**src/rtl/core/assert_macros.svh**
```systemverilog
// Assertion helpers shared by the RTL. The bodies refer to clk and arst_n of the
// module that uses them.
`ifndef ASSERT_MACROS_SVH
`define ASSERT_MACROS_SVH
`ifndef SYNTHESIS
`define ASSERT_HOLDS(lbl, expr, msg) \
	lbl: assert property (@(posedge clk) disable iff (!arst_n) (expr)) else $error(msg);
`define ASSERT_NEXT(lbl, ante, cons, msg) \
	lbl: assert property (@(posedge clk) disable iff (!arst_n) (ante) |=> (cons)) \
		else $error(msg);
`else
`define ASSERT_HOLDS(lbl, expr, msg)
`define ASSERT_NEXT(lbl, ante, cons, msg)
`endif
`endif

```
**src/rtl/core/slfb_pkg.sv**
```systemverilog
package slfb_pkg;

	localparam int FRAME_LEN           = 4;
	localparam int CFG_INDEX_W         = 2;
	localparam int CFG_DATA_W          = 20;
	localparam int QUEUE_DEPTH_DEFAULT = 4;

	localparam logic [7:0] SYNC_BYTE = 8'hA5;

	localparam logic DEST_REMOTE = 1'b0;
	localparam logic DEST_POOL   = 1'b1;

	// Register map of the configuration port.
	localparam logic [CFG_INDEX_W-1:0] REG_HEATER_ENABLE = 2'd0;
	localparam logic [CFG_INDEX_W-1:0] REG_FILTER_FORCE  = 2'd1;
	localparam logic [CFG_INDEX_W-1:0] REG_TARGET_TEMP   = 2'd2;
	localparam logic [CFG_INDEX_W-1:0] REG_OVERRUN_TICKS = 2'd3;
	localparam logic [19:0]            OVERRUN_RESET     = 20'd120000;

	// Frame types and values that the bridge acts upon.
	localparam logic [7:0] TYPE_TEMP    = 8'h06;
	localparam logic [7:0] TYPE_STATUS  = 8'h08;
	localparam logic [7:0] TYPE_HOURS   = 8'h0B;
	localparam logic [7:0] TYPE_HEATER  = 8'h01;
	localparam logic [7:0] TYPE_FILTER  = 8'h02;
	localparam logic [7:0] VAL_IDLE     = 8'h00;
	localparam logic [7:0] VAL_FILTER   = 8'h03;

	// Codes reported on the pool_status field.
	localparam logic [1:0] PSTAT_IDLE      = 2'd1;
	localparam logic [1:0] PSTAT_FILTER_ON = 2'd2;
	localparam logic [1:0] PSTAT_UNKNOWN   = 2'd3;

	typedef enum logic [1:0] {
		KIND_POOL   = 2'd0,
		KIND_REMOTE = 2'd1,
		KIND_TICK   = 2'd2
	} kind_t;

	typedef struct packed {
		logic [7:0] temp_half_deg;
		logic       temp_valid;
		logic [1:0] pool_status;
		logic [7:0] filter_hours;
		logic       heater_on;
	} status_t;

	// One queued job: a relayed pool byte, or a rebuilt remote frame.
	typedef struct packed {
		logic       is_remote;
		logic [7:0] byte_a;
		logic [7:0] byte_b;
		logic       frame_error;
		status_t    status;
	} entry_t;

	typedef struct packed {
		logic valid;
		logic full;
	} queue_stat_t;

endpackage

```
**src/rtl/core/slfb_in_if.sv**
```systemverilog
interface slfb_in_if;
	logic       valid;
	logic       ready;
	logic [1:0] kind;
	logic [7:0] in_byte;

	modport source (output valid, output kind, output in_byte, input ready);
	modport sink   (input valid, input kind, input in_byte, output ready);
endinterface

```
**src/rtl/core/slfb_out_if.sv**
```systemverilog
interface slfb_out_if;
	logic       valid;
	logic       ready;
	logic       dest;
	logic [7:0] out_byte;
	logic       last;
	logic [7:0] temp_half_deg;
	logic       temp_valid;
	logic [1:0] pool_status;
	logic [7:0] filter_hours;
	logic       heater_on;
	logic       frame_error;

	modport source (output valid, output dest, output out_byte, output last,
		output temp_half_deg, output temp_valid, output pool_status,
		output filter_hours, output heater_on, output frame_error, input ready);
	modport sink (input valid, input dest, input out_byte, input last,
		input temp_half_deg, input temp_valid, input pool_status,
		input filter_hours, input heater_on, input frame_error, output ready);
endinterface

```
**src/rtl/core/slfb_front.sv**
```systemverilog
module slfb_front (
	input  logic                           clk,
	input  logic                           arst_n,
	input  logic                           cfg_we,
	input  logic [slfb_pkg::CFG_INDEX_W-1:0] cfg_index,
	input  logic [slfb_pkg::CFG_DATA_W-1:0]  cfg_data,
	slfb_in_if.sink                        item,
	input  slfb_pkg::queue_stat_t          q_stat,
	output logic                           push,
	output slfb_pkg::entry_t               push_entry
);
	import slfb_pkg::*;

	localparam logic [1:0] LAST_COUNT = 2'(FRAME_LEN - 1);

	typedef struct packed {
		logic       in_frame;
		logic [1:0] count;
		logic       complete;
		logic       wr_en;
		logic       wr_idx;
	} frame_step_t;

	function automatic frame_step_t frame_step(logic in_frame, logic [1:0] count,
		logic [7:0] b);
		frame_step_t r;
		r.in_frame = in_frame;
		r.count    = count;
		r.complete = 1'b0;
		r.wr_en    = 1'b0;
		r.wr_idx   = ~count[0];
		if (!in_frame) begin
			if (b == SYNC_BYTE) begin
				r.in_frame = 1'b1;
				r.count    = 2'd1;
			end
		end else if (count >= LAST_COUNT) begin
			r.in_frame = 1'b0;
			r.count    = 2'd0;
			r.complete = 1'b1;
		end else begin
			r.wr_en = 1'b1;
			r.count = count + 2'd1;
		end
		return r;
	endfunction

	logic        heater_enable_q, filter_force_q;
	logic [7:0]  target_q;
	logic [19:0] overrun_ticks_q;

	logic        p_in_q, r_in_q;
	logic [1:0]  p_cnt_q, r_cnt_q;
	logic [7:0]  p_bytes_q [2];
	logic [7:0]  r_bytes_q [2];

	logic [7:0]  temp_q, temp_d, hours_q, hours_d;
	logic        seen_q, seen_d, heat_q, heat_d, ovr_act_q, ovr_act_d;
	logic [1:0]  pstat_q, pstat_d;
	logic [19:0] ovr_cnt_q, ovr_cnt_d;

	frame_step_t ps, rs;
	logic        acc, p_take, r_take, p_good, r_good, ferr;
	logic [7:0]  p_sum, r_sum, v_out;
	kind_t       kind;

	assign item.ready = !q_stat.full;
	assign acc        = item.valid && item.ready;
	assign kind       = kind_t'(item.kind);
	assign p_take     = acc && (kind == KIND_POOL);
	assign r_take     = acc && (kind == KIND_REMOTE);

	assign ps    = frame_step(p_in_q, p_cnt_q, item.in_byte);
	assign rs    = frame_step(r_in_q, r_cnt_q, item.in_byte);
	assign p_sum = 8'(SYNC_BYTE + p_bytes_q[0] + p_bytes_q[1]);
	assign r_sum = 8'(SYNC_BYTE + r_bytes_q[0] + r_bytes_q[1]);
	assign p_good = p_take && ps.complete && (p_sum == item.in_byte);
	assign r_good = r_take && rs.complete && (r_sum == item.in_byte);
	assign ferr   = p_take && ps.complete && (p_sum != item.in_byte);

	always_comb begin
		temp_d    = temp_q;
		seen_d    = seen_q;
		pstat_d   = pstat_q;
		hours_d   = hours_q;
		heat_d    = heat_q;
		ovr_act_d = ovr_act_q;
		ovr_cnt_d = ovr_cnt_q;
		v_out     = r_bytes_q[1];
		if (p_good) begin
			case (p_bytes_q[0])
				TYPE_TEMP: begin
					temp_d = p_bytes_q[1];
					seen_d = 1'b1;
				end
				TYPE_STATUS: begin
					if (p_bytes_q[1] == VAL_IDLE) begin
						pstat_d = PSTAT_IDLE;
					end else if (p_bytes_q[1] == VAL_FILTER) begin
						pstat_d = PSTAT_FILTER_ON;
					end else begin
						pstat_d = PSTAT_UNKNOWN;
					end
				end
				TYPE_HOURS: hours_d = p_bytes_q[1];
				default: ;
			endcase
		end
		if (r_good) begin
			if (r_bytes_q[0] == TYPE_HEATER && r_bytes_q[1] == 8'h00 && heater_enable_q) begin
				if (seen_q) begin
					if (temp_q < target_q) begin
						heat_d = 1'b1;
					end else if (temp_q > target_q) begin
						heat_d = 1'b0;
					end
				end
				v_out = {7'd0, heat_d};
				if (heat_d) begin
					ovr_act_d = 1'b1;
					ovr_cnt_d = overrun_ticks_q;
				end
			end else if (r_bytes_q[0] == TYPE_FILTER && r_bytes_q[1] == 8'h00 &&
				(heater_enable_q || ovr_act_q || filter_force_q)) begin
				v_out = 8'h01;
			end
		end
		if (acc && kind == KIND_TICK && ovr_act_q) begin
			if (ovr_cnt_q <= 20'd1) begin
				ovr_cnt_d = '0;
				ovr_act_d = 1'b0;
			end else begin
				ovr_cnt_d = ovr_cnt_q - 20'd1;
			end
		end
	end

	assign push = p_take || r_good;

	always_comb begin
		push_entry.is_remote            = r_take;
		push_entry.byte_a               = r_take ? r_bytes_q[0] : item.in_byte;
		push_entry.byte_b               = v_out;
		push_entry.frame_error          = ferr;
		push_entry.status.temp_half_deg = temp_d;
		push_entry.status.temp_valid    = seen_d;
		push_entry.status.pool_status   = pstat_d;
		push_entry.status.filter_hours  = hours_d;
		push_entry.status.heater_on     = heat_d;
	end

	always_ff @(posedge clk or negedge arst_n) begin
		if (!arst_n) begin
			heater_enable_q <= 1'b0;
			filter_force_q  <= 1'b0;
			target_q        <= '0;
			overrun_ticks_q <= OVERRUN_RESET;
			p_in_q          <= 1'b0;
			p_cnt_q         <= '0;
			r_in_q          <= 1'b0;
			r_cnt_q         <= '0;
			temp_q          <= '0;
			seen_q          <= 1'b0;
			pstat_q         <= '0;
			hours_q         <= '0;
			heat_q          <= 1'b0;
			ovr_act_q       <= 1'b0;
			ovr_cnt_q       <= '0;
		end else begin
			if (cfg_we) begin
				case (cfg_index)
					REG_HEATER_ENABLE: heater_enable_q <= cfg_data[0];
					REG_FILTER_FORCE:  filter_force_q  <= cfg_data[0];
					REG_TARGET_TEMP:   target_q        <= cfg_data[7:0];
					REG_OVERRUN_TICKS: overrun_ticks_q <= cfg_data;
					default: ;
				endcase
			end
			if (p_take) begin
				p_in_q  <= ps.in_frame;
				p_cnt_q <= ps.count;
			end
			if (r_take) begin
				r_in_q  <= rs.in_frame;
				r_cnt_q <= rs.count;
			end
			temp_q    <= temp_d;
			seen_q    <= seen_d;
			pstat_q   <= pstat_d;
			hours_q   <= hours_d;
			heat_q    <= heat_d;
			ovr_act_q <= ovr_act_d;
			ovr_cnt_q <= ovr_cnt_d;
		end
	end

	always_ff @(posedge clk) begin
		if (p_take && ps.wr_en) begin
			p_bytes_q[ps.wr_idx] <= item.in_byte;
		end
		if (r_take && rs.wr_en) begin
			r_bytes_q[rs.wr_idx] <= item.in_byte;
		end
	end

endmodule

```
**src/rtl/core/slfb_queue.sv**
```systemverilog
module slfb_queue #(
	parameter int DEPTH = slfb_pkg::QUEUE_DEPTH_DEFAULT
) (
	input  logic                  clk,
	input  logic                  arst_n,
	input  logic                  push,
	input  slfb_pkg::entry_t      push_entry,
	input  logic                  pop,
	output slfb_pkg::queue_stat_t stat,
	output slfb_pkg::entry_t      head
);
	import slfb_pkg::*;

	localparam int PTR_W = (DEPTH > 1) ? $clog2(DEPTH) : 1;
	localparam int CNT_W = $clog2(DEPTH + 1);
	localparam logic [PTR_W-1:0] PTR_LAST = PTR_W'(DEPTH - 1);
	localparam logic [CNT_W-1:0] CNT_FULL = CNT_W'(DEPTH);

	entry_t           mem_q [DEPTH];
	logic [PTR_W-1:0] wr_ptr_q, rd_ptr_q;
	logic [CNT_W-1:0] count_q;
	logic             do_push, do_pop;

	assign stat.valid = (count_q != '0);
	assign stat.full  = (count_q == CNT_FULL);
	assign head       = mem_q[rd_ptr_q];
	assign do_push    = push && !stat.full;
	assign do_pop     = pop && stat.valid;

	always_ff @(posedge clk or negedge arst_n) begin
		if (!arst_n) begin
			wr_ptr_q <= '0;
			rd_ptr_q <= '0;
			count_q  <= '0;
		end else begin
			if (do_push) begin
				wr_ptr_q <= (wr_ptr_q == PTR_LAST) ? '0 : wr_ptr_q + PTR_W'(1);
			end
			if (do_pop) begin
				rd_ptr_q <= (rd_ptr_q == PTR_LAST) ? '0 : rd_ptr_q + PTR_W'(1);
			end
			if (do_push && !do_pop) begin
				count_q <= count_q + CNT_W'(1);
			end else if (do_pop && !do_push) begin
				count_q <= count_q - CNT_W'(1);
			end
		end
	end

	always_ff @(posedge clk) begin
		if (do_push) begin
			mem_q[wr_ptr_q] <= push_entry;
		end
	end

endmodule

```
**src/rtl/core/slfb_back.sv**
```systemverilog
module slfb_back (
	input  logic                  clk,
	input  logic                  arst_n,
	input  slfb_pkg::queue_stat_t q_stat,
	input  slfb_pkg::entry_t      head,
	output logic                  pop,
	slfb_out_if.source            result
);
	import slfb_pkg::*;

	localparam logic [1:0] BEAT_SYNC  = 2'd0;
	localparam logic [1:0] BEAT_TYPE  = 2'd1;
	localparam logic [1:0] BEAT_VALUE = 2'd2;
	localparam logic [1:0] BEAT_CSUM  = 2'd3;

	logic       out_valid_q;
	logic [1:0] beat_q;
	logic       load, beat_last;
	logic [7:0] beat_byte;

	assign load      = !out_valid_q || result.ready;
	assign beat_last = !head.is_remote || (beat_q == BEAT_CSUM);
	assign pop       = load && q_stat.valid && beat_last;

	always_comb begin
		if (!head.is_remote) begin
			beat_byte = head.byte_a;
		end else begin
			case (beat_q)
				BEAT_SYNC:  beat_byte = SYNC_BYTE;
				BEAT_TYPE:  beat_byte = head.byte_a;
				BEAT_VALUE: beat_byte = head.byte_b;
				default:    beat_byte = 8'(SYNC_BYTE + head.byte_a + head.byte_b);
			endcase
		end
	end

	always_ff @(posedge clk or negedge arst_n) begin
		if (!arst_n) begin
			out_valid_q <= 1'b0;
			beat_q      <= BEAT_SYNC;
		end else if (load) begin
			out_valid_q <= q_stat.valid;
			if (q_stat.valid) begin
				beat_q <= beat_last ? BEAT_SYNC : beat_q + 2'd1;
			end
		end
	end

	always_ff @(posedge clk) begin
		if (load && q_stat.valid) begin
			result.dest          <= head.is_remote ? DEST_POOL : DEST_REMOTE;
			result.out_byte      <= beat_byte;
			result.last          <= beat_last;
			result.temp_half_deg <= head.status.temp_half_deg;
			result.temp_valid    <= head.status.temp_valid;
			result.pool_status   <= head.status.pool_status;
			result.filter_hours  <= head.status.filter_hours;
			result.heater_on     <= head.status.heater_on;
			result.frame_error   <= head.frame_error;
		end
	end

	assign result.valid = out_valid_q;

endmodule

```
**src/rtl/core/spa_link_frame_bridge.sv**
```systemverilog
// A byte from the pool is written into the queue, then into the output register.
// A good remote frame gives four output bytes on that path after its checksum byte.
// Throughput: one input transaction per cycle while the queue is not full; output is
// one byte per cycle while result.ready allows, set by the single output register.
// Reset (arst_n low, asynchronous): framing, stored status, overrun and queue are cleared,
// the overrun length returns to 120000 ticks and all host switches go off.
`include "assert_macros.svh"

module spa_link_frame_bridge #(
	parameter int QUEUE_DEPTH = slfb_pkg::QUEUE_DEPTH_DEFAULT
) (
	input  logic                             clk,
	input  logic                             arst_n,
	input  logic                             cfg_we,
	input  logic [slfb_pkg::CFG_INDEX_W-1:0] cfg_index,
	input  logic [slfb_pkg::CFG_DATA_W-1:0]  cfg_data,
	slfb_in_if.sink                          item,
	slfb_out_if.source                       result
);
	import slfb_pkg::*;

	// The front end takes one transaction per cycle while the queue is not full, tracks
	// the framing of both links, updates the stored pool status and the thermostat, and
	// turns every transaction that produces output into a single queue entry. Ticks and
	// dropped remote frames only change state.
	queue_stat_t q_stat;
	entry_t      push_entry, head;
	logic        push, pop;

	slfb_front u_front (
		.clk        (clk),
		.arst_n     (arst_n),
		.cfg_we     (cfg_we),
		.cfg_index  (cfg_index),
		.cfg_data   (cfg_data),
		.item       (item),
		.q_stat     (q_stat),
		.push       (push),
		.push_entry (push_entry)
	);

	// The queue decouples the two sides, so the input keeps flowing while a
	// rebuilt remote frame is still being sent out byte by byte.
	slfb_queue #(
		.DEPTH (QUEUE_DEPTH)
	) u_queue (
		.clk        (clk),
		.arst_n     (arst_n),
		.push       (push),
		.push_entry (push_entry),
		.pop        (pop),
		.stat       (q_stat),
		.head       (head)
	);

	// The back end expands each entry into one byte for the remote, or the four
	// bytes of a frame for the pool, carrying the status snapshot of the entry.
	slfb_back u_back (
		.clk    (clk),
		.arst_n (arst_n),
		.q_stat (q_stat),
		.head   (head),
		.pop    (pop),
		.result (result)
	);

	// The front end must never push into a full queue.
	`ASSERT_HOLDS(a_push_not_full, !push || !q_stat.full, "push into full queue")
	// The back end only pops an entry that is there.
	`ASSERT_HOLDS(a_pop_valid, !pop || q_stat.valid, "pop from empty queue")
	// A byte relayed to the remote is always the only result of its transaction.
	`ASSERT_HOLDS(a_remote_last, !result.valid || result.dest != DEST_REMOTE || result.last,
		"relayed pool byte without last")
	// An entry pushed into an empty queue is visible in the next cycle.
	`ASSERT_NEXT(a_push_seen, push && !q_stat.valid, q_stat.valid, "pushed entry lost")

endmodule
```
**src/flat_wrapper.sv**
```systemverilog
// flat-port wrapper written by rule: the top's interface ports become plain ports
module spa_link_frame_bridge_flat import slfb_pkg::*;
#(
	parameter int QUEUE_DEPTH = slfb_pkg::QUEUE_DEPTH_DEFAULT
)
  (clk, arst_n, cfg_we, cfg_index, cfg_data, item_valid, item_kind, item_in_byte, item_ready, result_valid, result_dest, result_out_byte, result_last, result_temp_half_deg, result_temp_valid, result_pool_status, result_filter_hours, result_heater_on, result_frame_error, result_ready);
  slfb_in_if item_i ();
  slfb_out_if result_i ();
  input  logic clk;
  input  logic arst_n;
  input  logic cfg_we;
  input  logic [slfb_pkg::CFG_INDEX_W-1:0] cfg_index;
  input  logic [slfb_pkg::CFG_DATA_W-1:0] cfg_data;
  input wire logic [$bits(item_i.valid)-1:0] item_valid;
  input wire logic [$bits(item_i.kind)-1:0] item_kind;
  input wire logic [$bits(item_i.in_byte)-1:0] item_in_byte;
  output wire logic [$bits(item_i.ready)-1:0] item_ready;
  output wire logic [$bits(result_i.valid)-1:0] result_valid;
  output wire logic [$bits(result_i.dest)-1:0] result_dest;
  output wire logic [$bits(result_i.out_byte)-1:0] result_out_byte;
  output wire logic [$bits(result_i.last)-1:0] result_last;
  output wire logic [$bits(result_i.temp_half_deg)-1:0] result_temp_half_deg;
  output wire logic [$bits(result_i.temp_valid)-1:0] result_temp_valid;
  output wire logic [$bits(result_i.pool_status)-1:0] result_pool_status;
  output wire logic [$bits(result_i.filter_hours)-1:0] result_filter_hours;
  output wire logic [$bits(result_i.heater_on)-1:0] result_heater_on;
  output wire logic [$bits(result_i.frame_error)-1:0] result_frame_error;
  input wire logic [$bits(result_i.ready)-1:0] result_ready;
  assign item_i.valid = item_valid;
  assign item_i.kind = item_kind;
  assign item_i.in_byte = item_in_byte;
  assign item_ready = item_i.ready;
  assign result_valid = result_i.valid;
  assign result_dest = result_i.dest;
  assign result_out_byte = result_i.out_byte;
  assign result_last = result_i.last;
  assign result_temp_half_deg = result_i.temp_half_deg;
  assign result_temp_valid = result_i.temp_valid;
  assign result_pool_status = result_i.pool_status;
  assign result_filter_hours = result_i.filter_hours;
  assign result_heater_on = result_i.heater_on;
  assign result_frame_error = result_i.frame_error;
  assign result_i.ready = result_ready;
  spa_link_frame_bridge #(.QUEUE_DEPTH(QUEUE_DEPTH)) u_core (.clk(clk), .arst_n(arst_n), .cfg_we(cfg_we), .cfg_index(cfg_index), .cfg_data(cfg_data), .item(item_i), .result(result_i));
endmodule
```
**config.mk**
```make
export PLATFORM = sky130hd
export DESIGN_NAME = spa_link_frame_bridge_flat
export DESIGN_NICKNAME = d
export VERILOG_FILES = /design/src/rtl/core/slfb_pkg.sv /design/src/rtl/core/slfb_in_if.sv /design/src/rtl/core/slfb_out_if.sv /design/src/rtl/core/slfb_front.sv /design/src/rtl/core/slfb_queue.sv /design/src/rtl/core/slfb_back.sv /design/src/rtl/core/spa_link_frame_bridge.sv /design/src/flat_wrapper.sv
export VERILOG_INCLUDE_DIRS = /design/src /design/src/rtl/core
export SDC_FILE = /design/constraint.sdc
export NUM_CORES = 1
export LEC_CHECK = 0
export ABC_CLOCK_PERIOD_IN_PS = 5090
export BUFFER_PORTS_ARGS = -buffer_cell sky130_fd_sc_hd__buf_4
export CORE_ASPECT_RATIO = 1.25
export CORE_UTILIZATION = 55
export DETAILED_ROUTE_END_ITERATION = 8
export GPL_TIMING_DRIVEN = 0
export HOLD_SLACK_MARGIN = 0.05
export PLACE_DENSITY = 0.73
export SLEW_MARGIN = 15
export SYNTH_ARGS = -nofsm -noshare
export SYNTH_HDL_FRONTEND = slang
export SYNTH_HIERARCHICAL = 1
export SYNTH_SLANG_ARGS = --single-unit
```
**constraint.sdc**
```tcl
create_clock -name clk -period 5.09 [get_ports clk]
set_input_delay 1.018 -clock clk [delete_from_list [all_inputs] [get_ports clk]]
set_output_delay 1.018 -clock clk [all_outputs]
set_load 0.02 [all_outputs]
```
Word level (Yosys, flattened, before mapping)
Memories as Yosys holds them, arrays and structs flattened.
Cells that the tools add are included.
Storage, ports and cells
  flip-flop bits (word level): 118
  memory bits (writable): 184
  word-level logic and storage cells: 182
  memories: 3
Operators by class
  add/subtract/negate cells: 14
  $lt $le $gt $ge: 5
  eq/ne operators: 21
  mux-type cells: 56
  bitwise logic cells: 2
  reduce and logical (&&, ||, !) cells: 52
Memory list
  u_core.u_queue.mem_q: words 4, width 38, rd ports 1, clocked after Yosys merged registers in 0, wr ports 1, line slfb_queue.sv:19  | entry_t mem_q [DEPTH];
  u_core.u_front.p_bytes_q: words 2, width 8, rd ports 2, clocked after Yosys merged registers in 0, wr ports 1, line slfb_front.sv:54  | logic [7:0] p_bytes_q [2];
  u_core.u_front.r_bytes_q: words 2, width 8, rd ports 2, clocked after Yosys merged registers in 0, wr ports 1, line slfb_front.sv:55  | logic [7:0] r_bytes_q [2];
Operators by type and width (number)
  $mux W20: 5
  $mux W8: 9
  $mux W1: 26
  $add A8 B8 Y8: 3
  $add A8 B8 Y8 const A: 3
  $pmux W8 S3: 1
  $logic_and A1 B1 Y1: 22
  $le A20 B1 Y1 const B: 1
  $mux W2: 10
  $sub A20 B1 Y20 const B: 1
  $eq A8 B2 Y1 const B: 2
  $eq A8 B4 Y1 const B: 2
  $eq A8 B8 Y1: 2
  $logic_not A8 Y1: 2
  $mux W3: 5
  $eq A2 B2 Y1 const B: 7
  $reduce_and A2 Y1: 7
  $reduce_bool A2 Y1: 6
  $add A2 B1 Y2 const B: 5
  $eq A8 B1 Y1 const B: 1
  $eq A8 B3 Y1 const B: 1
  $eq A8 B8 Y1 const B: 1
  $gt A8 B8 Y1: 1
  $lt A8 B8 Y1: 1
  12 further kinds: 26

Depth between registers and ports, before layout
  depth after elaboration: 12
  mapped depth: 19
  depth with buffers taken out: 18

Modules after synthesis
The synthesis kept the hierarchy.
By module, submodules not included
  slfb_queue: times used 1, cells an instance 236, area an instance 5979.5 um2
  slfb_front: times used 1, cells an instance 530, area an instance 5963.2 um2
  slfb_back: times used 1, cells an instance 139, area an instance 1714.1 um2

Worst setup path before layout
OpenSTA, ideal clock, no wires.
  kind: flip-flop to flip-flop
  start: mem u_core.u_front.r_bytes_q[1][2]
  end: reg u_core.u_queue.count_q[1]
  library setup time: 0.125 ns
  arrival time: 3.519 ns
  required time: 4.965 ns
  setup slack: 1.446 ns
  cell stages (with the launch flop): 16
  cells stage by stage: edfxtp_1 -> inv_1 -> ha_1 -> inv_1 -> ha_1 -> a211oi_1 -> nor4b_1 -> nor4_1 -> a2111oi_4 -> or2_2 -> nor2b_2 -> buf_6 -> ha_1 -> inv_1 -> fa_1 -> mux2_2
RTL lines
  start: declaration: line slfb_front.sv:55
  end signal: assignment: line slfb_queue.sv:43  | count_q <= count_q + CNT_W'(1);
  end signal: assignment: line slfb_queue.sv:45  | count_q <= count_q - CNT_W'(1);
  end: declaration: line slfb_queue.sv:21  | logic [CNT_W-1:0] count_q;

==> flow_summary.json <==
{
  "run_status": "completed",
  "via_per_inst": 5.67,
  "netlist_instances": 905,
  "top_layer": "met4",
  "gp_congestion": 0.837,
  "finalMaxSlewViolations": 0,
  "hp-class": "reg -> reg",
  "drtIter0Drc": 487,
  "initial_core_util": 0.559,
  "fmax_ghz": 0.235,
  "die_area_um2": 25500,
  "final_area_um2": 15500,
  "period_share": 0.838,
  "cts_setup_buffers": 0,
  "total_power_w": 0.00721,
  "rsz0062_at_grt": "no",
  "setup_viol": 0,
  "fin_cells": 1358,
  "critical_path.top_delay_family": "simple AND/OR/NAND/NOR gates",
  "track_usage": 0.217,
  "crit_required_ps": 5250,
  "startpoint_type": "register",
  "syn_nets": 1007,
  "cts_tree": "built",
  "synth.distinct_cells": 69,
  "antenna_found_initial": 0,
  "num-nets-final": 1107,
  "clk_path_buf_depth": 3,
  "power_density_nw_per_um2": 464,
  "synthToLayoutAreaGrowth_pct": 13.7,
  "design.core.area_um2": 24400,
  "dpl.hpwl_um": 17700,
  "overflow": 0,
  "place_inst": 1304,
  "path_cells": "ha_1 -> ha_1 -> inv_1 -> fa_1 -> xor2_1 -> and4_1 -> o2111ai_1 -> a2111oi_4 -> or2_2 -> nor2b_2 -> buf_6 -> and2_2",
  "tightest_slew_ps": 1080,
  "yosysSeqAreaShare": 0.633,
  "syn_area_um2": 13700,
  "grt_pass1_vias": 7841,
  "rows": 64,
  "place_area_um2": 14600,
  "grt_start_max_net_pins": 88,
  "dr_wl_met3_um": 1250,
  "hold_violations": 0,
  "synth_ff_type": "edfxtp_1",
  "cts_sinks": 302,
  "crit_top_cell": "ha_1",
  "htreeDepth": 1,
  "path_class": "reg -> reg",
  "crit_fanout": 38,
  "clkTransAtPathRegs_ps": 60,
  "fin_crit_ps": 4260,
  "die_y_um": 178,
  "maxCapViolations": 0,
  "yosysWarnings": 6,
  "wl_per_cell_um": 19.3,
  "worstPathArrival_ps": 4420,
  "worst_setup_path_end_kind": "register",
  "drc_errors": 0,
  "wl_met1_um": 10800,
  "cts_hold_buffers": 0,
  "wl_met2_um": 13500,
  "worst-path-buf-inv": 2,
  "root_buffer": "clkbuf_16",
  "clock_skew_ps": 10.0,
  "ios": 70,
  "cts_made_buffers": 29,
  "synth-async-reset-ratio": 0.288,
  "clk_latency_ps": 540,
  "setup_tns_ps": 0,
  "drive_above_1_share": 0.252,
  "avgSynthCellArea_um2": 15.1,
  "ys_ff_latch": 302,
  "via_count": 7701,
  "die_w_um": 143,
  "ir_drop_mv": 0.273,
  "wirelength_um": 26200,
  "insertedDiodeCount": 0,
  "synth_edf_count": 215,
  "grt_pass1_wl_um": 42300,
  "ant_nets": 0,
  "p_leak_nw": 6.16,
  "critPathSlowestCell": "and2_2",
  "first_pass_iters": 5,
  "relSlewSlack": 0.283,
  "cts_resized": 0,
  "place.port_buffers": 69,
  "cpPeakStageDelay_ps": 860
}
cell usage in the layout (no fill, tap or decap), types with 7 or more instances in the layout:
| cell type | n |
|---|---|
| buf_6 | 9 |
| edfxtp_1 | 215 |
| clkbuf_16 | 29 |
| o22ai_1 | 7 |
| xor2_1 | 12 |
| mux4_2 | 38 |
| mux2_4 | 12 |
| ha_1 | 61 |
| o21ai_0 | 34 |
| nand3_1 | 12 |
| xnor2_1 | 24 |
| inv_1 | 59 |
| clkbuf_1 | 23 |
| clkinv_2 | 8 |
| a21o_1 | 7 |
| nand2_1 | 41 |
| mux2_2 | 48 |
| nand4_1 | 7 |
| nor2_1 | 46 |
| dfrtp_1 | 80 |
| dfstp_2 | 7 |
| buf_4 | 74 |
| a21oi_1 | 26 |
| nor3_1 | 13 |
| nor4_1 | 14 |
worst min-delay path, cell delays in order (launching register included):
cell and delay, ps:
dfrtp_1 340, a21oi_1 60, nand2_1 60
cell families (layout without fill, tap and decap cells):
| family | Yosys count | in the layout | share of synthesized area |
|---|---|---|---|
| compound gates | 115 | 115 | 0.0554 |
| xor+xnor | 36 | 36 | 0.0231 |
| fa+ha+maj | 65 | 65 | 0.0617 |
| buf+inv | 97 | 220 | 0.0330 |
| flops | 302 | 302 | 0.633 |
| mux | 101 | 101 | 0.118 |
| simple gates | 189 | 189 | 0.0763 |
stage by stage:
step	hold slack, ps	setup WS [ps]	util
2_1_floorplan	450	1450	-
3_5_place_dp	484	842	0.598
3_3_place_gp	478	900	0.597
5_1_grt	524	563	0.636
4_1_cts	506	803	0.636
6_report	497	827	0.636
final timing paths:
check,depth (start not counted),slack [ps],start,endpoint
setup / recovery,12,830,u_core/u_front/r_bytes_q[1][1],u_core/u_queue/mem_q[2][16]
hold / removal,2,500,u_core/u_front/overrun_ticks_q[13],u_core/u_front/ovr_cnt_q[13]
setup reg to reg,12,830,u_core/u_front/r_bytes_q[1][1],u_core/u_queue/mem_q[2][16]
hold reg to reg,2,500,u_core/u_front/overrun_ticks_q[13],u_core/u_front/ovr_cnt_q[13]
max in group asynchronous,1,3970,arst_n,u_core/u_front/p_cnt_q[0]
min in group asynchronous,1,540,arst_n,u_core/u_front/target_q[7]
cells in the mapped netlist, drive strengths merged (8+ instances only):
| cell | count | area share |
|---|---|---|
| o21ai | 35 | 0.013 |
| nand3 | 13 | 0.0051 |
| a21oi | 28 | 0.011 |
| inv | 60 | 0.016 |
| mux4 | 38 | 0.063 |
| and2 | 8 | 0.0040 |
| xnor2 | 24 | 0.015 |
| nor3 | 15 | 0.0055 |
| nand2 | 42 | 0.012 |
| nor2 | 46 | 0.013 |
| xor2 | 12 | 0.0077 |
| edfxtp | 215 | 0.47 |
| nor4 | 16 | 0.0095 |
| buf | 17 | 0.011 |
| mux2 | 60 | 0.053 |
| dfrtp | 80 | 0.15 |
| clkbuf | 20 | 0.0055 |
| ha | 61 | 0.056 |
layout make-up:
cell class / count / area (µm²)
plain buffers: 37 / 225
multi-input cells: 506 / 4580
fillers: 1759 / 8890
clock buffers: 35 / 778
flip-flops and latches: 302 / 8640
clock inverters: 19 / 146
repair buffers: 69 / 522
well taps: 330 / 413
inverters: 60 / 225
registers in the layout, indices dropped and copies added (netlist names), 2 cells and up:
register	cells
u_core/u_back/result.pool_status	2
u_core/u_queue/wr_ptr_q	2
u_core/u_front/r_bytes_q	16
u_core/u_front/r_cnt_q	2
u_core/u_front/temp_q	8
u_core/u_back/result.filter_hours	8
u_core/u_front/pstat_q	2
u_core/u_front/ovr_cnt_q	20
u_core/u_front/hours_q	8
u_core/u_queue/rd_ptr_q	2
u_core/u_back/result.temp_half_deg	8
u_core/u_queue/count_q	3
u_core/u_queue/mem_q	152
u_core/u_front/p_bytes_q	16
u_core/u_back/result.out_byte	8
u_core/u_front/target_q	8
u_core/u_front/p_cnt_q	2
u_core/u_front/overrun_ticks_q	20
u_core/u_back/beat_q	2
where the power goes:
group          internal [W]  switching [W]  total (W)
Clock               0.00119       0.000883    0.00207
Combinational      0.000942        0.00110    0.00205
Sequential          0.00298       0.000118    0.00310
routing by layer:
metal | up-vias | track usage
li1 | 3620 | -
met1 | 3834 | 0.281
met2 | 200 | 0.379
met3 | 47 | 0.0309
met4 | 0 | 0.0677
met5 | - | 0
No activity file was read; power rests on OpenSTA's default activity.
